===== src/rtl/bidm_pkg.sv =====
// Package for the bidirectional ID map table.
// Table size, operation and status codes, entry and control structs.
// No dependencies.
package bidm_pkg;

  localparam int unsigned TableEntries = 64;
  localparam int unsigned IdxW = $clog2(TableEntries);
  localparam int unsigned CntW = $clog2(TableEntries + 1);
  localparam int unsigned IdW  = 32;

  typedef enum logic [1:0] {
    OpInsert = 2'd0,
    OpDelete = 2'd1,
    OpSearch = 2'd2,
    OpClear  = 2'd3
  } op_e;

  typedef enum logic [2:0] {
    StsInserted = 3'd0,
    StsExists   = 3'd1,
    StsConflict = 3'd2,
    StsFound    = 3'd3,
    StsNotFound = 3'd4,
    StsFull     = 3'd5,
    StsDone     = 3'd6
  } status_e;

  typedef enum logic [1:0] {
    SIdle,
    SScan,
    SResult
  } state_e;

  typedef struct packed {
    logic           is_group;
    logic [IdW-1:0] client;
    logic [IdW-1:0] fs;
  } entry_t;

  typedef struct packed {
    logic            we;
    logic [IdxW-1:0] waddr;
    entry_t          wdata;
    logic [IdxW-1:0] raddr;
  } mem_req_t;

  typedef struct packed {
    status_e        status;
    logic [IdW-1:0] client;
    logic [IdW-1:0] fs;
  } result_t;

endpackage


===== src/rtl/bidm_if.sv =====
// Request and response channel interfaces of the ID map table.
// Depends on bidm_pkg.
interface bidm_req_if import bidm_pkg::*; ();
  logic           valid;
  logic           ready;
  logic [1:0]     op;
  logic           id_kind;
  logic           direction;
  logic [IdW-1:0] cl_id;
  logic [IdW-1:0] fs_id;
  logic [IdW-1:0] search_key;

  modport source (output valid, op, id_kind, direction, cl_id, fs_id, search_key,
                  input ready);
  modport sink   (input valid, op, id_kind, direction, cl_id, fs_id, search_key,
                  output ready);
endinterface

interface bidm_rsp_if import bidm_pkg::*; ();
  logic           valid;
  logic           ready;
  logic [2:0]     status;
  logic [IdW-1:0] match_client;
  logic [IdW-1:0] match_fs;

  modport source (output valid, status, match_client, match_fs, input ready);
  modport sink   (input valid, status, match_client, match_fs, output ready);
endinterface


===== src/rtl/bidm_ram.sv =====
// Entry storage: one write port, one read port, registered read data.
// Depends on bidm_pkg.
module bidm_ram import bidm_pkg::*; (
  input  logic     clk_i,
  input  mem_req_t mem_req_i,
  output entry_t   rdata_o
);

  entry_t mem [TableEntries];
  entry_t rdata_q;

  always_ff @(posedge clk_i) begin
    if (mem_req_i.we) begin
      mem[mem_req_i.waddr] <= mem_req_i.wdata;
    end
    rdata_q <= mem[mem_req_i.raddr];
  end

  assign rdata_o = rdata_q;

endmodule


===== src/rtl/bidm_ctrl.sv =====
// Scan sequencer: valid bits, request capture, entry-by-entry compare,
// result selection and table update. Depends on bidm_pkg.
module bidm_ctrl import bidm_pkg::*; (
  input  logic           clk_i,
  input  logic           rst_ni,
  input  logic           req_valid_i,
  output logic           req_ready_o,
  input  op_e            op_i,
  input  logic           kind_i,
  input  logic           dir_i,
  input  logic [IdW-1:0] cid_i,
  input  logic [IdW-1:0] fid_i,
  input  logic [IdW-1:0] key_i,
  output logic           res_valid_o,
  input  logic           res_ready_i,
  output result_t        res_o,
  output mem_req_t       mem_req_o,
  input  entry_t         rdata_i
);

  state_e state_q, state_d;
  logic [TableEntries-1:0] valid_q, valid_d;
  logic [CntW-1:0] cnt_q, cnt_d;
  logic            chk_vld_q, chk_vld_d;
  logic [IdxW-1:0] chk_idx_q, chk_idx_d;

  op_e            op_q, op_d;
  logic           kind_q, kind_d;
  logic           dir_q, dir_d;
  logic [IdW-1:0] cid_q, cid_d, fid_q, fid_d, key_q, key_d;

  logic            chit_q, chit_d, fhit_q, fhit_d, hit_q, hit_d, free_q, free_d;
  entry_t          cent_q, cent_d, fent_q, fent_d, hent_q, hent_d;
  logic [IdxW-1:0] hit_idx_q, hit_idx_d, free_idx_q, free_idx_d;

  logic accept, scan_last, live, c_eq, f_eq, k_eq, hit_now, done;

  assign accept    = req_valid_i && req_ready_o;
  assign scan_last = (cnt_q == CntW'(TableEntries));
  assign done      = (state_q == SResult) && res_ready_i;

  // next state
  always_comb begin
    state_d = state_q;
    case (state_q)
      SIdle: begin
        if (accept) begin
          state_d = (op_i == OpClear) ? SResult : SScan;
        end
      end
      SScan: begin
        if (scan_last) begin
          state_d = SResult;
        end
      end
      SResult: begin
        if (res_ready_i) begin
          state_d = SIdle;
        end
      end
      default: state_d = SIdle;
    endcase
  end

  // compare of the entry read last cycle
  assign live = chk_vld_q && valid_q[chk_idx_q] && (rdata_i.is_group == kind_q);
  assign c_eq = (rdata_i.client == cid_q);
  assign f_eq = (rdata_i.fs == fid_q);
  assign k_eq = dir_q ? (rdata_i.client == key_q) : (rdata_i.fs == key_q);

  always_comb begin
    case (op_q)
      OpDelete: hit_now = live && c_eq && f_eq;
      OpSearch: hit_now = live && k_eq;
      default:  hit_now = 1'b0;
    endcase
  end

  // datapath registers
  always_comb begin
    op_d       = op_q;
    kind_d     = kind_q;
    dir_d      = dir_q;
    cid_d      = cid_q;
    fid_d      = fid_q;
    key_d      = key_q;
    cnt_d      = cnt_q;
    chk_vld_d  = 1'b0;
    chk_idx_d  = cnt_q[IdxW-1:0];
    chit_d     = chit_q;
    fhit_d     = fhit_q;
    hit_d      = hit_q;
    free_d     = free_q;
    cent_d     = cent_q;
    fent_d     = fent_q;
    hent_d     = hent_q;
    hit_idx_d  = hit_idx_q;
    free_idx_d = free_idx_q;
    valid_d    = valid_q;

    if (accept) begin
      op_d   = op_i;
      kind_d = kind_i;
      dir_d  = dir_i;
      cid_d  = cid_i;
      fid_d  = fid_i;
      key_d  = key_i;
      cnt_d  = '0;
      chit_d = 1'b0;
      fhit_d = 1'b0;
      hit_d  = 1'b0;
      free_d = 1'b0;
    end

    if (state_q == SScan && !scan_last) begin
      cnt_d     = cnt_q + CntW'(1);
      chk_vld_d = 1'b1;
    end

    if (chk_vld_q) begin
      if (live && c_eq && !chit_q) begin
        chit_d = 1'b1;
        cent_d = rdata_i;
      end
      if (live && f_eq && !fhit_q) begin
        fhit_d = 1'b1;
        fent_d = rdata_i;
      end
      if (hit_now && !hit_q) begin
        hit_d     = 1'b1;
        hent_d    = rdata_i;
        hit_idx_d = chk_idx_q;
      end
      if (!valid_q[chk_idx_q] && !free_q) begin
        free_d     = 1'b1;
        free_idx_d = chk_idx_q;
      end
    end

    if (done) begin
      case (op_q)
        OpInsert: begin
          if (!chit_q && !fhit_q && free_q) begin
            valid_d[free_idx_q] = 1'b1;
          end
        end
        OpDelete: begin
          if (hit_q) begin
            valid_d[hit_idx_q] = 1'b0;
          end
        end
        OpClear:  valid_d = '0;
        default:  ;
      endcase
    end
  end

  // outputs
  always_comb begin
    req_ready_o = (state_q == SIdle);
    res_valid_o = (state_q == SResult);

    mem_req_o.raddr          = cnt_q[IdxW-1:0];
    mem_req_o.waddr          = free_idx_q;
    mem_req_o.wdata.is_group = kind_q;
    mem_req_o.wdata.client   = cid_q;
    mem_req_o.wdata.fs       = fid_q;
    mem_req_o.we             = done && (op_q == OpInsert) && !chit_q && !fhit_q && free_q;

    res_o.status = StsDone;
    res_o.client = '0;
    res_o.fs     = '0;
    case (op_q)
      OpInsert: begin
        if (chit_q && fhit_q) begin
          res_o.status = StsExists;
        end else if (chit_q) begin
          res_o.status = StsConflict;
          res_o.client = cent_q.client;
          res_o.fs     = cent_q.fs;
        end else if (fhit_q) begin
          res_o.status = StsConflict;
          res_o.client = fent_q.client;
          res_o.fs     = fent_q.fs;
        end else if (!free_q) begin
          res_o.status = StsFull;
        end else begin
          res_o.status = StsInserted;
        end
      end
      OpDelete: res_o.status = hit_q ? StsDone : StsNotFound;
      OpSearch: begin
        if (hit_q) begin
          res_o.status = StsFound;
          res_o.client = hent_q.client;
          res_o.fs     = hent_q.fs;
        end else begin
          res_o.status = StsNotFound;
        end
      end
      default: res_o.status = StsDone;
    endcase
  end

  always_ff @(posedge clk_i or negedge rst_ni) begin
    if (!rst_ni) begin
      state_q   <= SIdle;
      valid_q   <= '0;
      cnt_q     <= '0;
      chk_vld_q <= 1'b0;
    end else begin
      state_q   <= state_d;
      valid_q   <= valid_d;
      cnt_q     <= cnt_d;
      chk_vld_q <= chk_vld_d;
    end
  end

  always_ff @(posedge clk_i) begin
    op_q       <= op_d;
    kind_q     <= kind_d;
    dir_q      <= dir_d;
    cid_q      <= cid_d;
    fid_q      <= fid_d;
    key_q      <= key_d;
    chk_idx_q  <= chk_idx_d;
    chit_q     <= chit_d;
    fhit_q     <= fhit_d;
    hit_q      <= hit_d;
    free_q     <= free_d;
    cent_q     <= cent_d;
    fent_q     <= fent_d;
    hent_q     <= hent_d;
    hit_idx_q  <= hit_idx_d;
    free_idx_q <= free_idx_d;
  end

endmodule


===== src/rtl/bidirectional_id_map_table.sv =====
// Top level of the bidirectional ID map table: entry RAM, scan controller
// and response register. Depends on bidm_pkg, bidm_if, bidm_ram, bidm_ctrl.
//
//   channel  modport            payload
//   req      bidm_req_if.sink   op, id_kind, direction, cl_id, fs_id, search_key
//   rsp      bidm_rsp_if.source status, match_client, match_fs
//
// Insert, delete and search read every entry once through the RAM read port;
// Clear skips the scan and goes straight to the result state. The scanner
// works on one request at a time; req.ready is high again as soon as the
// result sits in the response register.
// Reset clears the valid bits at once; no clearing pass is needed.
// A stalled response holds its result; the next request is still taken and
// scanned, and its result then waits in the controller until the register frees.
module bidirectional_id_map_table import bidm_pkg::*; (
  input  logic              clk_i,
  input  logic              rst_ni,
  bidm_req_if.sink          req,
  bidm_rsp_if.source        rsp
);

  mem_req_t mem_req;
  entry_t   rdata;
  result_t  res;
  logic     res_valid, res_ready;
  logic     rsp_vld_q, rsp_vld_d;
  result_t  rsp_q;

  bidm_ram u_ram (
    .clk_i     (clk_i),
    .mem_req_i (mem_req),
    .rdata_o   (rdata)
  );

  bidm_ctrl u_ctrl (
    .clk_i       (clk_i),
    .rst_ni      (rst_ni),
    .req_valid_i (req.valid),
    .req_ready_o (req.ready),
    .op_i        (op_e'(req.op)),
    .kind_i      (req.id_kind),
    .dir_i       (req.direction),
    .cid_i       (req.cl_id),
    .fid_i       (req.fs_id),
    .key_i       (req.search_key),
    .res_valid_o (res_valid),
    .res_ready_i (res_ready),
    .res_o       (res),
    .mem_req_o   (mem_req),
    .rdata_i     (rdata)
  );

  assign res_ready = !rsp_vld_q || rsp.ready;

  always_comb begin
    rsp_vld_d = rsp_vld_q;
    if (rsp.ready) begin
      rsp_vld_d = 1'b0;
    end
    if (res_valid && res_ready) begin
      rsp_vld_d = 1'b1;
    end
  end

  always_ff @(posedge clk_i or negedge rst_ni) begin
    if (!rst_ni) begin
      rsp_vld_q <= 1'b0;
    end else begin
      rsp_vld_q <= rsp_vld_d;
    end
  end

  always_ff @(posedge clk_i) begin
    if (res_valid && res_ready) begin
      rsp_q <= res;
    end
  end

  assign rsp.valid        = rsp_vld_q;
  assign rsp.status       = rsp_q.status;
  assign rsp.match_client = rsp_q.client;
  assign rsp.match_fs     = rsp_q.fs;

endmodule


===== src/flat_wrapper.sv =====
// flat-port wrapper written by rule: the top's interface ports become plain ports
module bidirectional_id_map_table_flat import bidm_pkg::*;
  (clk_i, rst_ni, req_valid, req_op, req_id_kind, req_direction, req_cl_id, req_fs_id, req_search_key, req_ready, rsp_valid, rsp_status, rsp_match_client, rsp_match_fs, rsp_ready);
  bidm_req_if req_i ();
  bidm_rsp_if rsp_i ();
  input  logic clk_i;
  input  logic rst_ni;
  input wire logic [$bits(req_i.valid)-1:0] req_valid;
  input wire logic [$bits(req_i.op)-1:0] req_op;
  input wire logic [$bits(req_i.id_kind)-1:0] req_id_kind;
  input wire logic [$bits(req_i.direction)-1:0] req_direction;
  input wire logic [$bits(req_i.cl_id)-1:0] req_cl_id;
  input wire logic [$bits(req_i.fs_id)-1:0] req_fs_id;
  input wire logic [$bits(req_i.search_key)-1:0] req_search_key;
  output wire logic [$bits(req_i.ready)-1:0] req_ready;
  output wire logic [$bits(rsp_i.valid)-1:0] rsp_valid;
  output wire logic [$bits(rsp_i.status)-1:0] rsp_status;
  output wire logic [$bits(rsp_i.match_client)-1:0] rsp_match_client;
  output wire logic [$bits(rsp_i.match_fs)-1:0] rsp_match_fs;
  input wire logic [$bits(rsp_i.ready)-1:0] rsp_ready;
  assign req_i.valid = req_valid;
  assign req_i.op = req_op;
  assign req_i.id_kind = req_id_kind;
  assign req_i.direction = req_direction;
  assign req_i.cl_id = req_cl_id;
  assign req_i.fs_id = req_fs_id;
  assign req_i.search_key = req_search_key;
  assign req_ready = req_i.ready;
  assign rsp_valid = rsp_i.valid;
  assign rsp_status = rsp_i.status;
  assign rsp_match_client = rsp_i.match_client;
  assign rsp_match_fs = rsp_i.match_fs;
  assign rsp_i.ready = rsp_ready;
  bidirectional_id_map_table u_core (.clk_i(clk_i), .rst_ni(rst_ni), .req(req_i), .rsp(rsp_i));
endmodule

===== config.mk =====
export PLATFORM = sky130hd
export DESIGN_NAME = bidirectional_id_map_table_flat
export DESIGN_NICKNAME = d
export VERILOG_FILES = /design/src/rtl/bidm_pkg.sv /design/src/rtl/bidm_if.sv /design/src/rtl/bidm_ram.sv /design/src/rtl/bidm_ctrl.sv /design/src/rtl/bidirectional_id_map_table.sv /design/src/flat_wrapper.sv
export SDC_FILE = /design/constraint.sdc
export NUM_CORES = 2
export LEC_CHECK = 0
export ABC_CLOCK_PERIOD_IN_PS = 7790
export BUFFER_PORTS_ARGS = -buffer_cell sky130_fd_sc_hd__buf_2
export CAP_MARGIN = 25
export CORE_MARGIN = 2
export CORE_UTILIZATION = 23
export DETAILED_ROUTE_END_ITERATION = 10
export SLEW_MARGIN = 20
export SYNTH_ARGS = -nofsm -noshare
export SYNTH_HDL_FRONTEND = slang
export SYNTH_HIERARCHICAL = 1
export SYNTH_MEMORY_MAX_BITS = 65536
export SYNTH_SLANG_ARGS = --single-unit

===== constraint.sdc =====
create_clock -name clk_i -period 7.79 [get_ports clk_i]
set_input_delay 1.558 -clock clk_i [delete_from_list [all_inputs] [get_ports clk_i]]
set_output_delay 1.558 -clock clk_i [all_outputs]
set_load 0.01 [all_outputs]

---- After elaboration in Yosys (flattened, before gate mapping) ----
Memory sizes are Yosys's and may differ from the RTL's. A register that Yosys moved wholly into a read port is not among the register bits.
Cells that the tools add are included.
operators by class
  $add $sub $neg .......................... 1
  bitwise gates (word level) .............. 3
  divide/modulo/power cells ............... 0
  reduce and logical (&&, ||, !) cells .... 41
  magnitude comparators ................... 5
  mux-type cells .......................... 46
  shift-type cells ........................ 0
  $mul .................................... 0
  eq/ne operators ......................... 17
operators by type and width
  cell                                                               count
  two-way mux 64 bit                                                 5
  one-hot mux 64 bit (3 select lines)                                1
  equality test 32 bit                                               4
  one-hot mux 64 bit (2 select lines)                                1
  two-way mux 67 bit                                                 1
  AND 64 bit                                                         1
  NOT 64 bit                                                         1
  bitwise OR 64 bit                                                  1
  logical AND 1 bit                                                  22
  less-than comparator 6 x 7 -> 1 bit, second input constant         3
  two-way mux 1 bit                                                  21
  two-way mux 7 bit                                                  2
  demux 1 bit (select 6 bit)                                         2
  greater-or-equal comparator 6 x 1 -> 1 bit, second input constant  2
  two-way mux 3 bit                                                  4
  two-way mux 2 bit                                                  5
  one-hot mux 3 bit (3 select lines)                                 1
  equality test 2 bit, second input constant                         4
  inequality test 2 bit, second input constant                       4
  AND reduction 2 bit                                                4
  adder 7 x 1 -> 7 bit, second input constant                        1
  equality test 7 bit, second input constant                         1
  logical NOT 1 bit                                                  7
  binary-select mux 1 bit (select 6 bit)                             1
  other kinds (11)                                                   14
word-level totals
  logic and storage cells ................. 141
  output and inout port bits .............. 69
  memory bits (read-only) ................. 0
  bits in latches ......................... 0
  memory bits (writable) .................. 4160
  memories kept ........................... 1
  flip-flop bits (word level) ............. 456
  bits of input ports ..................... 104
memories
  memory            depth  bits a word  rd ports  clocked after memory_dff  wr ports  line           RTL
  u_core.u_ram.mem  64     65           1         1                         1         bidm_ram.sv:9  entry_t mem [TableEntries];

---- Depth between registers and ports, before layout ----
  depth in word-level cells ............... 10
  gate-level depth with buffers ........... 10
  depth with buffers taken out ............ 8

---- Modules after synthesis ----
The synthesis kept the hierarchy.
modules (own cells, without submodules)
  module                      times used  seq. area each (um2)  cells each  area each (um2)
  bidm_ram                    1           126221.1              6606        158330.6
  bidm_ctrl                   1           11180.7               1193        16494.6
  bidirectional_id_map_table  1           2037.0                71          2065.7

---- Worst setup path after synthesis ----
OpenSTA, ideal clock, no wires.
  path kind ............................... in2reg
  start ................................... input port rsp_ready
  end ..................................... memory u_core/u_ram/mem[48][0] (netlist name), enable pin
  path buffers ............................ 0
  arrival ................................. 7.076 ns
  setup time .............................. 0.567 ns
  data required time ...................... 7.223 ns
  stages .................................. 5
  setup slack ............................. 0.146 ns
  cell sequence ........................... nand2b_4 nand2_1 nor4_1 nand4b_1 nor3_1
RTL lines
  item         line                RTL
  from (decl)  flat_wrapper.sv:20  input wire logic [$bits(rsp_i.ready)-1:0] rsp_ready;
  to (decl)    bidm_ram.sv:9

---- Final worst setup path ----
  start ................................... register, netlist name u_core/u_ram/rdata_o[5]
  end ..................................... register u_core/u_ctrl/hent_q[58] (netlist name), enable pin
on the way
  cells in the longest elaborated chain, start to end .. 6
  elaborated cells between the ends (all ways) .. 8
  classes of those cells .................. 2 x eq/ne; 2 x mux; 4 x reduce/logical
ends and longest elaborated chain
  item                                    line              RTL
  equality test 32 bit                    bidm_ctrl.sv:69   assign k_eq = dir_q ? (rdata_i.client == key_q) : (rdata_i.fs == key_q);
  two-way mux 1 bit                       bidm_ctrl.sv:69
  logical AND 1 bit                       bidm_ctrl.sv:74   OpSearch: hit_now = live && k_eq;
  one-hot mux 1 bit (2 select lines) (*)  bidm_ctrl.sv:72   case (op_q)
  logical AND 1 bit (*)                   bidm_ctrl.sv:129  if (hit_now && !hit_q) begin
  AND reduction 2 bit (no line) (*)       --
  to (signal assigned)                    bidm_ctrl.sv:233  hent_q <= hent_d;
  to (decl)                               bidm_ctrl.sv:33   entry_t cent_q, cent_d, fent_q, fent_d, hent_q, hent_d;
Mark *: on every way between the ends. The rest lies on a longest branch, timed or not.
A chain may end at the register's enable or synchronous reset.

==> results.yml <==
synth:
  synthDistinctLibCells: 59
  syn-num-nets: 7984
  synth_simple_gate_area_share: 0.0156
  synthesis.yosys.warnings: 6
  netlist.top_cell.by_area: "edfxtp_1"
  proportion_of_synthesized_area_in_mux_cells: 0.143
  largest_family_of_logic_cells_by_synthesized_area: "multiplexers"
  synth_seq_cells: 4681
  seq_area_frac_synth: 0.788
  yosysTopAreaCellShare: 0.769
  synth_async_sr_flop_share: 0.0160
  yosys.cell_count.top_type: "edfxtp_1"
  synth_xor_area_frac: 0.00490
  synth_area_in_adders: 0.000707
  ys_top_cells_by_area: "edfxtp_1 77%, mux4_2 13%, a22oi_1 1.4%, dfrtp_1 1.1%, dfxtp_1 0.85%"
  postSynthCellCount: 7870
  synth_top_flop_cell: "edfxtp_1"
  syn-mean-instance-area_um2: 22.5
  synth_area_um2: 177000
  yosys-top-cells-count: "4531 x edfxtp_1, 1050 x mux4_2, 325 x a22oi_1"
  post_synthesis_compound_gate_area_fraction: 0.0351
  synth_edf_count: 4531
floorplanning:
  die_w_um: 881
  core_area_um2: 767000
  num_rows: 322
  floorplan.io_pins: 173
  die_y_um: 881
  start_util: 0.230
  fp.dieArea_um2: 776000
placed_design:
  gp_routability_congestion: 0.797
  buffer_ports.inserted: 172
  dp_hpwl_um: 313000
  post_placement_setup_slack_ns: 2.43
  dpl.cell_count: 18119
clock_network:
  tritoncts: "done"
  clock_sinks: 4681
  number_of_buffers_inserted_to_repair_setup_after_cts: 0
  clk_root_buffer_cell: "clkbuf_16"
  cts.path.max_buffers: 4
  cts_buffers: 456
  post_cts_resized: 0
  h-tree-depth: 5
  cts_hold_buf: 0
  clk_transition_reported_paths_ns: 0.06
  clk_latency_ns: 0.99
critical_path:
  arrival_ns: 5.74
  r2r_slack_ns: 2.66
  reg2reg_depth: 7
  critPathSlowestCell: "dfxtp_1"
  crit-reg2reg-launch: "u_core/u_ram/rdata_o[5]"
  capture_point_of_the_worst_reg_to_reg_path: "u_core/u_ctrl/hent_q[58]"
  timing.critical_path.buf_inv: 1
  critPathKind: "reg2reg"
  cp-end-kind: "flop"
  cp_slowest_stage_delay_ns: 0.85
  cp_top_family: "simple AND/OR/NAND/NOR gates"
  worstPathCellList: "xor2_1 -> nor4_1 -> nand4_1 -> or2_2 -> or3_1 -> a21oi_4 -> buf_4"
  timing.critical_path.from_type: "flop"
  largest_driver_fanout_on_the_critical_path: 54
  worst-endpoint-required_ns: 8.40
timing:
  final.min_clock_period_ns: 5.13
  grt_setup_unrepaired: "false"
  maxSlewViolCount: 0
  finalHoldViolations: 0
  final.setup.worst_slack_ns: 2.66
  finalSetupTns_ns: 0
  worst_pin_slew_ns: 1.12
  setup_violations: 0
  timing.slew.headroom: 0.251
  final.period_utilization: 0.659
  hold_ws_ns: 0.491
  finalClockSkew_ns: 0.0476
  timing.fmax_mhz: 195
layout:
  synthToLayoutAreaGrowth_pct: 17.3
  fin_nets: 8491
  final-instance-count-excl-fill: 19019
  ratio_of_cells_with_drive_above_1_in_the_final_layout: 0.264
  nFillCells: 75421
route:
  wirelength_met1_um: 211000
  drt_wl_cell_um: 28.0
  drt.antenna.violating_nets: 1
  topRoutingLayerUsed: "met5"
  routed-via-count: 88879
  detailedRoute.firstIterationViolations: 12499
  wirelength_um: 533000
  remaining_drc_errors: 0
  drtPass1Iterations: 5
  dr_wl_met2_um: 250000
  met3RoutedLength_um: 55400
  detail_route.vias_per_cell: 4.67
global_routing:
  maximum_number_of_pins_on_one_net_before_global_route_repair: 105
  globalRoute.totalOverflow: 0
  grt_first_pass_wirelength_um: 725000
  grt.total_usage: 0.131
  grt_pass1_vias: 85965
  initial_antenna_violation_count: 57
outcome:
  violations: "antenna rules"
  status: "complete, but fails checks"
min_path:
  worst_hold_path_type: "reg2reg"
  hold_path_depth: 1
  worstHoldStart: "u_core/u_ctrl/valid_q[26]"
  worstHoldEndpoint: "u_core/u_ctrl/valid_q[26]"
power_and_ir_drop:
  cellLeakagePower_nw: 61.6
  power.density_cell_area_nw_per_um2: 316
  ir_worst_vdd_mv: 0.323
run:
  drv_cap: 0
cell usage in the layout, fill, tap and decap left out, types with 95 or more instances in the layout:
master	n
edfxtp_1	4531
mux4_2	1050
clkbuf_16	462
a22oi_1	325
buf_4	252
buf_2	171
nand2_1	158
mux2i_1	142
o21ai_0	137
nand3_1	131
o22ai_1	131
clkbuf_1	95
flip-flops by register name (all words and copies together) (netlist names), 32 cells and up:
register                 flops
u_core/u_ram/mem          4160
u_core/u_ram/rdata_o        65
u_core/u_ctrl/cent_q        64
u_core/u_ctrl/fent_q        64
u_core/u_ctrl/hent_q        64
u_core/u_ctrl/valid_q       64
u_core/rsp.match_client     32
u_core/rsp.match_fs         32
u_core/u_ctrl/cid_q         32
u_core/u_ctrl/fid_q         32
u_core/u_ctrl/key_q         32
worst register-to-register path, stage by stage (launching register included):
cell     delay, ns
dfxtp_1       0.85
xor2_1        0.29
nor4_1        0.52
nand4_1       0.73
or2_2         0.62
or3_1         0.41
a21oi_4       0.52
buf_4         0.75
metal layers:
layer  track usage  up-vias
met1         0.178    48551
met3        0.0315      755
met2         0.211     4943
met4        0.0380       18
li1              -    34612
met5             0        -
cells by family after synthesis:
logic type      after synthesis
mux                        1198
compound gates              853
flops                      4681
fa+ha+maj                    10
simple gates                571
buf+inv                     458
xor+xnor                     99
worst max path at each step:
stage | from | end | slack, ns | cells past startpoint
2_1_floorplan | rsp_ready | u_core/u_ram/mem[48][0] | 0.15 | 5
5_1_grt | u_core/u_ctrl/fid_q[15] | u_core/u_ctrl/hent_q[16] | 2.52 | 8
3_5_place_dp | rsp_ready | u_core/u_ram/mem[4][7] | 2.43 | 10
6_report | u_core/u_ram/rdata_o[5] | u_core/u_ctrl/hent_q[58] | 2.66 | 7
4_1_cts | u_core/u_ctrl/fid_q[15] | u_core/u_ctrl/hent_q[16] | 2.85 | 8
3_3_place_gp | rsp_ready | u_core/u_ram/mem[2][41] | 2.23 | 9
stage by stage:
step / util / area (µm²) / total power, mW
final: 0.270 / 207000 / 65.6
after global routing: 0.270 / 207000 / 67.5
after CTS: 0.270 / 207000 / 65.9
after detailed placement: 0.250 / 192000 / 43.8
after global placement: 0.250 / 192000 / 43.7
after floorplan: - / 177000 / 38.8
where the power goes:
group          internal [mW]  switching [mW]
Combinational           5.24            7.51
Sequential              29.2            1.27
Clock                   12.8            9.54
cell type report:
type                    instances  area [µm²]  share of cell area
diodes                         50         125            0.000603
inverters                      12        52.6            0.000253
clock inverters               278        3010              0.0145
flip-flops and latches       4681      139000               0.672
repair buffers                495        4220              0.0203
well taps                   10206       12800              0.0616
multi-input cells            2731       35800               0.172
clock buffers                 566       12000              0.0580
(Power assumes the default switching activity.)
